[config.mk]
export PLATFORM = sky130hd
export DESIGN_NAME = thq_heap_mem
export DESIGN_NICKNAME = d
export VERILOG_FILES = /design/src/rtl/thq_pkg.sv /design/src/rtl/thq_heap_mem.sv
export SDC_FILE = /design/constraint.sdc
export NUM_CORES = 2
export LEC_CHECK = 0
export BUFFER_PORTS_ARGS = -buffer_cell sky130_fd_sc_hd__buf_2
export CAP_MARGIN = 40
export CORE_MARGIN = 4
export CORE_UTILIZATION = 48
export DETAILED_ROUTE_END_ITERATION = 7
export PLACE_DENSITY = 0.62
export SETUP_SLACK_MARGIN = 0.1
export SYNTH_ARGS = -nofsm -noshare
export SYNTH_HDL_FRONTEND = slang
export SYNTH_MEMORY_MAX_BITS = 65536
export SYNTH_SLANG_ARGS = --single-unit
[constraint.sdc]
create_clock -name clock -period 11.28 [get_ports clock]
set_input_delay 1.128 -clock clock [delete_from_list [all_inputs] [get_ports clock]]
set_output_delay 1.128 -clock clock [all_outputs]
set_load 0.01 [all_outputs]
[src/rtl/thq_pkg.sv]
package thq_pkg;

   localparam int DEF_CAPACITY     = 64;
   localparam int DEF_TIME_BITS    = 48;
   localparam int DEF_HANDLER_BITS = 16;
   localparam int DEF_CONTEXT_BITS = 32;

   localparam logic [1:0] ACT_SCHEDULE   = 2'd0;
   localparam logic [1:0] ACT_CANCEL_ID  = 2'd1;
   localparam logic [1:0] ACT_CANCEL_HDL = 2'd2;
   localparam logic [1:0] ACT_REMOVE     = 2'd3;

   localparam logic [1:0] STS_OK        = 2'd0;
   localparam logic [1:0] STS_FULL      = 2'd1;
   localparam logic [1:0] STS_NOT_FOUND = 2'd2;
   localparam logic [1:0] STS_EMPTY     = 2'd3;

endpackage

[src/rtl/thq_heap_mem.sv]
// Heap array: one entry per slot, two registered read ports, one write port.
module thq_heap_mem #(
   parameter int CAPACITY   = thq_pkg::DEF_CAPACITY,
   parameter int ENTRY_BITS = thq_pkg::DEF_TIME_BITS + thq_pkg::DEF_HANDLER_BITS +
                              $clog2(thq_pkg::DEF_CAPACITY),
   localparam int IW        = $clog2(CAPACITY)
) (
   input  logic                  clock,
   input  logic [IW-1:0]         rd_addr_a,
   input  logic [IW-1:0]         rd_addr_b,
   output logic [ENTRY_BITS-1:0] rd_data_a,
   output logic [ENTRY_BITS-1:0] rd_data_b,
   input  logic                  wr_en,
   input  logic [IW-1:0]         wr_addr,
   input  logic [ENTRY_BITS-1:0] wr_data
);
   import thq_pkg::*;

   logic [ENTRY_BITS-1:0] mem [CAPACITY];
   logic [ENTRY_BITS-1:0] rd_a_ff;
   logic [ENTRY_BITS-1:0] rd_b_ff;

   always_ff @(posedge clock) begin
      if (wr_en) begin
         mem[wr_addr] <= wr_data;
      end
      rd_a_ff <= mem[rd_addr_a];
      rd_b_ff <= mem[rd_addr_b];
   end

   assign rd_data_a = rd_a_ff;
   assign rd_data_b = rd_b_ff;

endmodule

=== Word level (Yosys, flattened, before mapping) ===
Memories as Yosys holds them, arrays and structs flattened. A register that Yosys moved wholly into a read port is not among the register bits.
Index checks and enable logic that the tools add are counted.
Widths: inputs -> output; s select.

* Muxes and demuxes: 2

{| class="wikitable"
|+ Operator list
! cell !! count
|-
| $mux 1 || 2
|}

* Logic and storage cells: 3
* Memories kept: 1
* Bits in writable memories: 4480
* Output and inout bits: 140
* Input bits: 90
* Flip-flop bits (word level): 0

{| class="wikitable"
|+ Memories
! name !! depth !! width !! rd ports !! clocked after Yosys merged registers in !! wr ports !! line !! RTL
|-
| mem || 64 || 70 || 2 || 2 || 1 || thq_heap_mem.sv:19 || <nowiki>logic [ENTRY_BITS-1:0] mem [CAPACITY];</nowiki>
|}

=== Longest topological paths before layout ===
* Depth after elaboration: 2
* Mapped depth: 9
* Gate-level depth less buffers: 5

=== Least setup slack after synthesis ===
No wires, ideal clock.

* Path type: input-to-reg
* Start point: input port wr_addr[3]
* End point: memory mem[48][0] in the netlist's numbering (enable)
* Setup time: 0.584 ns
* Buffers on the path: 1
* Slack: 4.315 ns
* Arrival: 6.381 ns
* Stages on the path: 4
* Cells stage by stage: clkbuf_1 -> nor2b_1 -> nand4b_1 -> nor3_1

{| class="wikitable"
|+ RTL lines
! item !! line !! RTL
|-
| start: declaration || thq_heap_mem.sv:14 || <nowiki>input logic [IW-1:0] wr_addr,</nowiki>
|-
| end: declaration || thq_heap_mem.sv:19 ||
|}

Straight into the memory's write port.

==> summary.md <==
| Metric | Value |
|---|---|
| Post-CTS Hold Buffers | `0` |
| IO Count | `230` |
| Clk sink count | `4,620` |
| DR pass1 iterations | `6` |
| CP required | `12.19 ns` |
| Fin Setup TNS | `0 ns` |
| Avg Vias per Cell | `7.52` |
| Later-pin clock latency in the skew report | `1.04 ns` |
| Grt total ovfl | `0` |
| Area Overhead vs Synth | `13.3%` |
| DP Wirelength | `451,000 um` |
| Worst setup EP type | `flip-flop` |
| RR Startpoint | `mem[32][21]` |
| Syn. warnings | `0` |
| Worst Tran Pin Value | `1.40 ns` |
| Num CTS Buffers | `470` |
| Via Count | `123,000` |
| Max-cap viol count | `0` |
| Leak Pwr | `71.6 nW` |
| Most common cell in the netlist | `edfxtp_1` |
| Gate Count Post-Synth | `9,677` |
| Die ar. | `0.438 mm2` |
| Vias in the first global route | `121,000` |
| Synth async-reset ratio | `0%` |
| Worst hold stages | `1` |
| FF-to-FF path depth | `5` |
| # rows | `239` |
| HP Start | `wr_data[41]` |
| Worst slew margin | `6.52%` |
| Largest net degree at the start of global routing | `130` |
| Clock Skew | `0.0544 ns` |
| RSZ-0062 raised after global routing | `no` |
| # setup viols final | `0` |
| Net count after synthesis | `9,767` |
| Die span in y | `662 um` |
| Initial Utilization | `48.3%` |
| CTS H-Tree Depth | `5` |
| R2R setup slack | `9.06 ns` |
| Routed wire length | `771,000 um` |
| Yosys cell types | `41` |
| Post-Layout Inst Area | `0.232 mm2` |
| Synth top area share | `65.6%` |
| Post-synth top flop | `edfxtp_1` |
| Max-slew violations | `0` |
| Synthesized area | `0.205 mm2` |
| Die Wd | `662 um` |
| GPL Wtd Cong | `0.860` |
| Detail Route Antenna Nets | `0` |
| Status | `completed` |
| Routed length per instance | `47.1 um` |
| Nets | `10,100` |
| Hold EP | `mem[33][41]` |
| Fill count | `31,900` |
| Clock transition at the registers of the reported paths | `0.07 ns` |
| CTS resizes | `0` |
| Placed cell areas | `0.216 mm2` |
| First-pass GRT wire length | `1,040,000 um` |
| Number of post-CTS setup repair buffers | `0` |
| Final hold violations | `0` |
| DRT iter0 DRCs | `23,500` |
| Clock Path Buffers | `4` |
| Number of port buffers | `229` |
| Worst hold slack | `0.338 ns` |
| Fraction of layout cells with a size suffix above 1 | `36.3%` |
| P per Cell Area | `163 mW/mm2` |
| CP Launch Type | `input pin` |
| Core Region | `0.425 mm2` |
| Total power | `38.0 mW` |
| Synth area leader | `edfxtp_1` |
| Synthesized area per cell | `21.2 um2` |
| Final Cycle Share | `41.7%` |
| Initial antenna violation count | `107` |
| Crit Path Class | `input pin to flip-flop` |
| All-layer global routing usage | `35.1%` |
| DRC | `0` |
| Hold/Removal Path Class | `input pin to flip-flop` |
| CTS Root Cell | `clkbuf_16` |
| Post-layout min period | `4.71 ns` |
| Number of synthesized flops with an enable pin | `4,480` |
| CTS tree | `built` |
| Seq cells post-synth | `4,620` |
| Critical Path Fanout Max | `56` |
| Most frequent cells after synthesis | `edfxtp_1, mux4_2, o22ai_1, clkbuf_1, buf_2` |
| VDD IR max | `0.130 mV` |
| Worst EP arrival | `5.61 ns` |
| Ranking of synthesized cells by area | `edfxtp_1, mux4_2, o22ai_1` |
| Reg2Reg Capture Point | `rd_data_a[21]` |
| Register area share after synthesis | `67.0%` |
| CP Launch Point | `rd_addr_a[2]` |
| Max Fclk | `0.212 GHz` |
## where the power goes
group          leakage, nW  switching, mW  internal, mW  total, mW
logic                 22.7           1.90          1.20       3.10
registers             41.5          0.248          19.0       19.3
clock network         7.44           6.78          8.82       15.6
## cell usage in the layout (no fill, tap or decap), types with 11 or more instances in the layout
cell type      n
o21ai_1       22
a21oi_1      108
o21a_1        46
buf_4        275
nand2_1       50
mux2i_1      168
clkinvlp_4    11
o21ai_0       37
clkbuf_8      34
nor2_1        96
nor2_4        63
clkinv_1      80
nor3_1        23
nand2_4       12
diode_2      241
buf_2        219
nor4_1       114
a22oi_1       71
clkinv_2      91
clkbuf_1     131
nor2b_1       37
o22a_1        69
a2111oi_0     11
o22ai_1      704
mux2_2        86
bufinv_16     37
buf_12       146
mux4_2      2205
nand2b_4      12
a311oi_1      11
a211oi_1      29
o221ai_1     198
edfxtp_1    4480
buf_16        50
clkbuf_16    477
dfxtp_1      140
nand3_1       21
## sequential cells by signal, indices dropped and copies added, names as in the netlist
name,flops
mem,4480
rd_data_a,70
rd_data_b,70
## worst max-delay path, stage by stage
cell and delay [ns]:
buf_8 0.41, buf_4 0.66, buf_4 0.81, buf_4 0.79, mux4_2 0.57, o22ai_1 0.51, o22ai_1 0.28, o21a_1 0.17
## final cells by class
| cell class | instances | area (um2) | share of cell area, % |
|---|---|---|---|
| diodes | 241 | 603 | 0.260 |
| flip-flops and latches | 4620 | 137000 | 59.1 |
| repair buffers | 714 | 7760 | 3.34 |
| clock inverters | 243 | 2310 | 0.995 |
| clock buffers | 641 | 12900 | 5.54 |
| well taps | 5663 | 7090 | 3.05 |
| multi-input cells | 4253 | 64400 | 27.7 |
## kinds of logic after synthesis
family / synth area share (%)
DFF: 67.0
muxes: 25.5
AOI/OAI and AO/OA: 4.35
buffers and inverters: 2.00
and+or+nand+nor: 1.17
## worst max-delay path by stage
stage,to,slack [ns]
5_1_grt,rd_data_a[48],6.70
4_1_cts,rd_data_a[48],6.84
3_5_place_dp,rd_data_a[48],5.74
6_report,rd_data_a[48],6.57
3_3_place_gp,rd_data_b[35],5.57
2_1_floorplan,mem[48][0],4.32
## metrics by stage
stage               instances  util (%)  setup slack (ns)
global placement        15100      50.1              5.57
CTS                     16100      54.5              6.84
detailed placement      15200      50.9              5.74
global route            16300      54.7              6.70
floorplan                9677         -              4.32
finish                  16400      54.7              6.57
## per-layer routing
metal	wire, um	GRT usage, %
met1	264000	47.1
met2	346000	51.5
met3	112000	10.5
met4	49000	20.3
met5	407	0
Power figures use the tool's default switching activity.
