<file path="config.mk">
export PLATFORM = sky130hd
export DESIGN_NAME = thq_id_table
export DESIGN_NICKNAME = d
export VERILOG_FILES = /design/src/rtl/thq_pkg.sv /design/src/rtl/thq_id_table.sv
export SDC_FILE = /design/constraint.sdc
export NUM_CORES = 2
export LEC_CHECK = 0
export BUFFER_PORTS_ARGS = -buffer_cell sky130_fd_sc_hd__buf_2
export CAP_MARGIN = 10
export CORE_MARGIN = 2
export CORE_UTILIZATION = 37
export DETAILED_ROUTE_END_ITERATION = 12
export GPL_TIMING_DRIVEN = 0
export PLACE_DENSITY = 0.57
export SETUP_SLACK_MARGIN = 0.4
export SYNTH_ARGS = -nofsm -noshare
export SYNTH_HDL_FRONTEND = slang
export SYNTH_SLANG_ARGS = --single-unit
</file>
<file path="constraint.sdc">
create_clock -name clock -period 2.9 [get_ports clock]
set_clock_uncertainty 0.15 [all_clocks]
set_input_delay 0.145 -clock clock [delete_from_list [all_inputs] [get_ports clock]]
set_output_delay 0.145 -clock clock [all_outputs]
set_load 0.005 [all_outputs]
</file>
<file path="src/rtl/thq_pkg.sv">
package thq_pkg;

   localparam int DEF_CAPACITY     = 64;
   localparam int DEF_TIME_BITS    = 48;
   localparam int DEF_HANDLER_BITS = 16;
   localparam int DEF_CONTEXT_BITS = 32;

   localparam logic [1:0] ACT_SCHEDULE   = 2'd0;
   localparam logic [1:0] ACT_CANCEL_ID  = 2'd1;
   localparam logic [1:0] ACT_CANCEL_HDL = 2'd2;
   localparam logic [1:0] ACT_REMOVE     = 2'd3;

   localparam logic [1:0] STS_OK        = 2'd0;
   localparam logic [1:0] STS_FULL      = 2'd1;
   localparam logic [1:0] STS_NOT_FOUND = 2'd2;
   localparam logic [1:0] STS_EMPTY     = 2'd3;

endpackage

</file>
<file path="src/rtl/thq_id_table.sv">
// Per-id storage: link (heap slot or next free id), context word, in-use flags.
module thq_id_table #(
   parameter int CAPACITY     = thq_pkg::DEF_CAPACITY,
   parameter int CONTEXT_BITS = thq_pkg::DEF_CONTEXT_BITS,
   localparam int IW          = $clog2(CAPACITY),
   localparam int CW          = $clog2(CAPACITY + 1)
) (
   input  logic                    clock,
   input  logic                    reset,
   input  logic [IW-1:0]           link_rd_addr,
   output logic [CW-1:0]           link_rd_data,
   input  logic                    link_wr_en,
   input  logic [IW-1:0]           link_wr_addr,
   input  logic [CW-1:0]           link_wr_data,
   input  logic                    ctx_rd_en,
   input  logic [IW-1:0]           ctx_rd_addr,
   output logic [CONTEXT_BITS-1:0] ctx_rd_data,
   input  logic                    ctx_wr_en,
   input  logic [IW-1:0]           ctx_wr_addr,
   input  logic [CONTEXT_BITS-1:0] ctx_wr_data,
   input  logic                    use_wr_en,
   input  logic [IW-1:0]           use_wr_addr,
   input  logic                    use_wr_data,
   input  logic [IW-1:0]           use_rd_addr,
   output logic                    use_rd_data
);
   import thq_pkg::*;

   logic [CW-1:0]           link_mem [CAPACITY];
   logic [CONTEXT_BITS-1:0] ctx_mem  [CAPACITY];
   logic [CAPACITY-1:0]     link_vld_ff;
   logic [CAPACITY-1:0]     in_use_ff;
   logic [CW-1:0]           link_q_ff;
   logic                    link_vld_q_ff;
   logic [IW-1:0]           link_addr_q_ff;
   logic [CONTEXT_BITS-1:0] ctx_q_ff;
   logic                    use_q_ff;

   always_ff @(posedge clock) begin
      if (reset) begin
         link_vld_ff <= '0;
         in_use_ff   <= '0;
      end else begin
         if (link_wr_en) begin
            link_vld_ff[link_wr_addr] <= 1'b1;
         end
         if (use_wr_en) begin
            in_use_ff[use_wr_addr] <= use_wr_data;
         end
      end
   end

   always_ff @(posedge clock) begin
      if (link_wr_en) begin
         link_mem[link_wr_addr] <= link_wr_data;
      end
      if (ctx_wr_en) begin
         ctx_mem[ctx_wr_addr] <= ctx_wr_data;
      end
      link_q_ff      <= link_mem[link_rd_addr];
      link_vld_q_ff  <= link_vld_ff[link_rd_addr];
      link_addr_q_ff <= link_rd_addr;
      use_q_ff       <= in_use_ff[use_rd_addr];
      if (ctx_rd_en) begin
         ctx_q_ff <= ctx_mem[ctx_rd_addr];
      end
   end

   // unwritten link entries read as the initial free chain (id + 1)
   assign link_rd_data = link_vld_q_ff ? link_q_ff : (CW'(link_addr_q_ff) + CW'(1));
   assign ctx_rd_data  = ctx_q_ff;
   assign use_rd_data  = use_q_ff;

endmodule
</file>
* Yosys cells after proc, flatten, opt, wreduce, memory -nomap -nowiden *
Memories as Yosys holds them, arrays and structs flattened. A register that Yosys moved wholly into a read port is not among the register bits.
Cells that the tools add are included.

word-level totals
  register bits after elaboration = 136
  bits in latches = 0
  memory bits (writable) = 2496
  memory bits (read-only) = 0
  input bits = 82
  output and inout bits = 40
  logic and storage cells = 31
  memories = 2

operators by class
  add/subtract/negate cells = 1
  multipliers = 0
  div/mod/pow operators = 0
  $lt $le $gt $ge = 6
  equality and inequality tests = 0
  shift-type cells = 0
  mux-type cells = 14
  bitwise operators = 1
  reductions and logical operators = 2

memory list
  memory    words  width  read ports  clocked after memory_dff  wr ports  line                RTL
  ctx_mem   64     32     1           1                         1         thq_id_table.sv:30  logic [CONTEXT_BITS-1:0] ctx_mem [CAPACITY];
  link_mem  64     7      1           1                         1         thq_id_table.sv:29  logic [CW-1:0] link_mem [CAPACITY];

operators by type and width
  cell                   count
  $bwmux W64             1
  $or A64 B64 Y64        1
  $lt A6 B7 Y1 const B   4
  $bmux W1 S6            2
  $demux W1 S6           2
  $ge A6 B1 Y1 const B   2
  $mux W1                8
  $add A6 B1 Y7 const B  1
  $mux W7                1
  $logic_and A1 B1 Y1    2

* Logic depth before layout (Yosys ltp) *
  depth in word-level cells = 5
  gate-level depth with buffers = 9
  mapped depth without buffers = 5

* Worst setup path before layout *
OpenSTA, ideal clock, no wires.

  path type = input -> register
  from = in ctx_wr_addr[4]
  to = mem ctx_mem[16][0] in the netlist's numbering (enable)
  setup time = 0.421 ns
  arrival = 2.334 ns
  required time = 2.329 ns
  slack = -0.005 ns
  cell stages on the path = 4
  buffers on the path = 2
  cells stage by stage = clkbuf_1 -> or3b_2 -> clkbuf_1 -> nor2_1

RTL lines
  element             line                RTL
  start: declaration  thq_id_table.sv:19  input logic [IW-1:0] ctx_wr_addr,
  end: declaration    thq_id_table.sv:30

No word-level cell before the write port.

==> results by group <==
Worst hold path
  • Hold Crit Start: link_rd_addr[2]
  • Hold Path Class: in2reg
  • Worst hold stages: 2

Global route
  • Initial antenna violation count: 25
  • First-pass GRT wire length: between 400000 and 500000 µm
  • Largest net degree at the start of global routing: between 60 and 70
  • Vias in the first global route: between 50k and 60k
  • Global route overflow: 0
  • Total GRT Usage: 20.9%

Worst setup path
  • Worst path slowest cell: clkdlybuf4s18_2
  • Critical Path Max Stage Delay: between 0.6 and 0.7 ns
  • R2R setup slack: approximately 0.44 ns
  • Cell breakdown of the critical path: clkbuf_4, buf_2, buf_2, clkdlybuf4s18_2, mux4_2, o22ai_1, nor4_2, o22a_1
  • Reg2Reg Launch Point: ctx_mem[29][18]
  • R2R depth: 4
  • Worst setup EP type: flip-flop
  • CP max FO: 10
  • CP Class: in2reg
  • Required time of the critical path: 3.50 ns
  • Crit path buf inv count: 4
  • Crit path max-delay family: buffers and inverters
  • Startpoint type of the worst setup path: input port
  • Most frequent cell on the critical path: buf_2
  • Worst endpoint data arrival time: about 3.2 ns
  • Critical path startpoint: ctx_rd_addr[1]
  • WP depth: 8

Run
  • MaxCap Viol Count: 0

Synthesis
  • Ys flop type: edfxtp_1
  • Synthesis Warnings: 0
  • Number of distinct library cells after synthesis: 58
  • Sequential area share after synthesis: roughly 77%
  • Mapped Nets: approximately 4.8k
  • Largest area contributor in the netlist: edfxtp_1
  • Post-synthesis area per instance: around 21 µm²
  • Post-synth EDFFs: roughly 2.5k
  • Most frequent cells after synthesis: edfxtp_1, mux4_2, nor2_1
  • Fraction of registers with async set/reset: 0%
  • Post-synth top area share: between 70 and 80%
  • Yosys reg bits: roughly 2.7k
  • Most frequent cell after synthesis: edfxtp_1
  • Post-Syn Instances: roughly 4.8k
  • Mapped cell area: slightly above 100000 µm²
  • Synth top area cells: edfxtp_1, mux4_2, dfxtp_1, mux2i_1, nor2_1

CTS
  • CTS tree: yes
  • Num CTS Buffers: around 290
  • Post-CTS Setup Bufs: 0
  • # H-tree levels: 5
  • Worst skew pair latency: 0.85 ns
  • Clock buffer depth: 4
  • Clk Tree Root Cell: clkbuf_16
  • Clock sinks: 2671
  • Clock slew at the register clock pins of the worst setup and hold paths: ~0.060 ns

Die
  • Die Y: approximately 530 µm
  • Top Ports: 122
  • Core area: ~270000 µm²
  • Row cnt: 192
  • Die W: between 500 and 600 µm
  • Die ar.: between 200000 and 300000 µm²
  • Initial Util: ~37%

Routing
  • Avg WL per Cell: 32.4 µm
  • Vias: ~53k
  • Post-Route WL: between 200000 and 300000 µm
  • DRC: 0
  • DRT antenna net count: 0
  • First-pass DRT Iterations: 6
  • Routed vias/inst: between 5 and 6
  • Initial DRC Count: 6840

Pwr
  • PwrDens: slightly below 700 nW/µm²
  • Worst-case vdd ir drop: roughly 0.56 mV
  • P_leak: between 30 and 40 nW

Timing
  • Post-route setup TNS: 0 ns
  • RSZ-0062 raised after global routing: true
  • Period utilisation layout: 89.5%
  • Final min period: around 2.6 ns
  • Slew @ Worst Pin: 1.32 ns
  • Slew Viols, Final: 0
  • Fin worst setup slack: ~0.31 ns
  • Fmax: between 0.3 and 0.4 GHz
  • Final hold violation count: 0
  • Max-slew headroom: roughly an eighth
  • Final setup vio count: 0

Cells and area
  • Synth-to-layout area growth: 17.6%
  • Layout cells sized above 1: 27.3%
  • NumNets Final: roughly 5.4k
  • Filler cell count: between 20k and 25k

Placement
  • Post-DP HPWL: between 150000 and 200000 µm
  • Port bufs: 103
  • Place WS: -1.72 ns
  • Final GP Congestion: about 0.82

Outcome
  • Status: finished clean
logic make-up after synthesis:
| group | after synthesis | share of synthesized area, % |
|---|---|---|
| flip-flops | 2671 | 77.3 |
| buffers and inverters | 271 | 1.18 |
| multiplexers | 832 | 16.5 |
| adder cells (fa/ha/maj) | 1 | 0.0123 |
| AND/OR/NAND/NOR | 570 | 2.50 |
| AO/OA/AOI/OAI | 414 | 2.51 |
| XOR/XNOR | 4 | 0.0344 |
timing repair:
| item | in CTS | in global routing |
|---|---|---|
| pin swaps | 1 | 1 |
| endpoints found under the hold margin | 2513 | 128 |
| hold buffers | 88 | 2 |
| setup endpoints to repair | 39 | 35 |
| resized for setup | 122 | 70 |
worst reg2reg max path, cell delays in order, from the launching register on:
cell and delay, ns:
edfxtp_1 0.33, mux4_2 0.23, o22ai_1 0.10, or4_1 0.77, a22oi_2 0.65
cells in the final DEF (no fill, tap or decap), types with 16 or more instances in the layout:
master            n
edfxtp_1       2528
buf_4            38
buf_16           18
bufinv_16        16
nor2_4           65
or4_1            27
mux4_2          659
a22oi_1          44
dfxtp_1         143
nor2_1          218
clkbuf_2         45
nand2_1         100
buf_2           160
o21ai_0          84
mux2i_1         151
o22ai_1         123
clkinv_1         67
clkbuf_16       293
clkbuf_1        153
clkinv_2         35
dlygate4sd3_1    90
buf_12           76
a21oi_1          87
nand3_1          83
metrics by stage:
step | cell area, µm² | power, mW | instances | util, % | hold slack (ns)
final | 120000 | 82.6 | 9179 | 43.8 | 0.0443
after global routing | 120000 | 84.8 | 9174 | 43.8 | 0.0328
after CTS | 119000 | 83.1 | 9146 | 43.6 | 0.00278
after detailed placement | 109000 | 47.7 | 8538 | 39.9 | 0.137
after global placement | 107000 | 47.6 | 8455 | 39.1 | 0.138
after floorplan | 102000 | 45.5 | 4763 | - | 0.0227
report_power, final:
part | leakage (nW) | total [mW] | switching [mW] | internal (mW)
sequential | 23.9 | 42.6 | 0.105 | 42.5
combinational | 9.37 | 4.50 | 2.94 | 1.56
clock | 4.39 | 35.5 | 15.1 | 20.3
worst paths after layout:
check | endpoint
hold / removal | link_addr_q_ff[2]
setup / recovery | ctx_rd_data[6]
hold reg to reg | link_vld_ff[18]
setup reg to reg | ctx_rd_data[18]
area by class of cell:
| type | count | area, µm² | share of cell area (%) |
|---|---|---|---|
| plain buffers | 261 | 1440 | 1.20 |
| repair buffers | 294 | 3520 | 2.94 |
| inverters | 10 | 37.5 | 0.0313 |
| flip-flops and latches | 2671 | 78800 | 65.7 |
| well taps | 3589 | 4490 | 3.74 |
| clock buffers | 376 | 7740 | 6.46 |
| diodes | 13 | 32.5 | 0.0271 |
| clock inverters | 144 | 1260 | 1.05 |
| multi-input cells | 1821 | 22600 | 18.9 |
flip-flops by register name (all words and copies together), names as in the netlist:
name	flops
ctx_mem	2048
in_use_ff	64
use_rd_data	1
link_q_ff	7
link_vld_ff	64
link_vld_q_ff	1
link_addr_q_ff	6
ctx_rd_data	32
link_mem	448
layer usage:
layer  track usage (%)  share of wire [%]  vias to the layer above
met3              3.86                8.2                      512
met1              27.7                 39                    28294
met4              7.28                3.7                       16
met5            0.0693              0.031                        -
met2              34.7                 49                     2532
li1                  -                  -                    21240
Note: power is estimated with default switching activity, not from simulation.
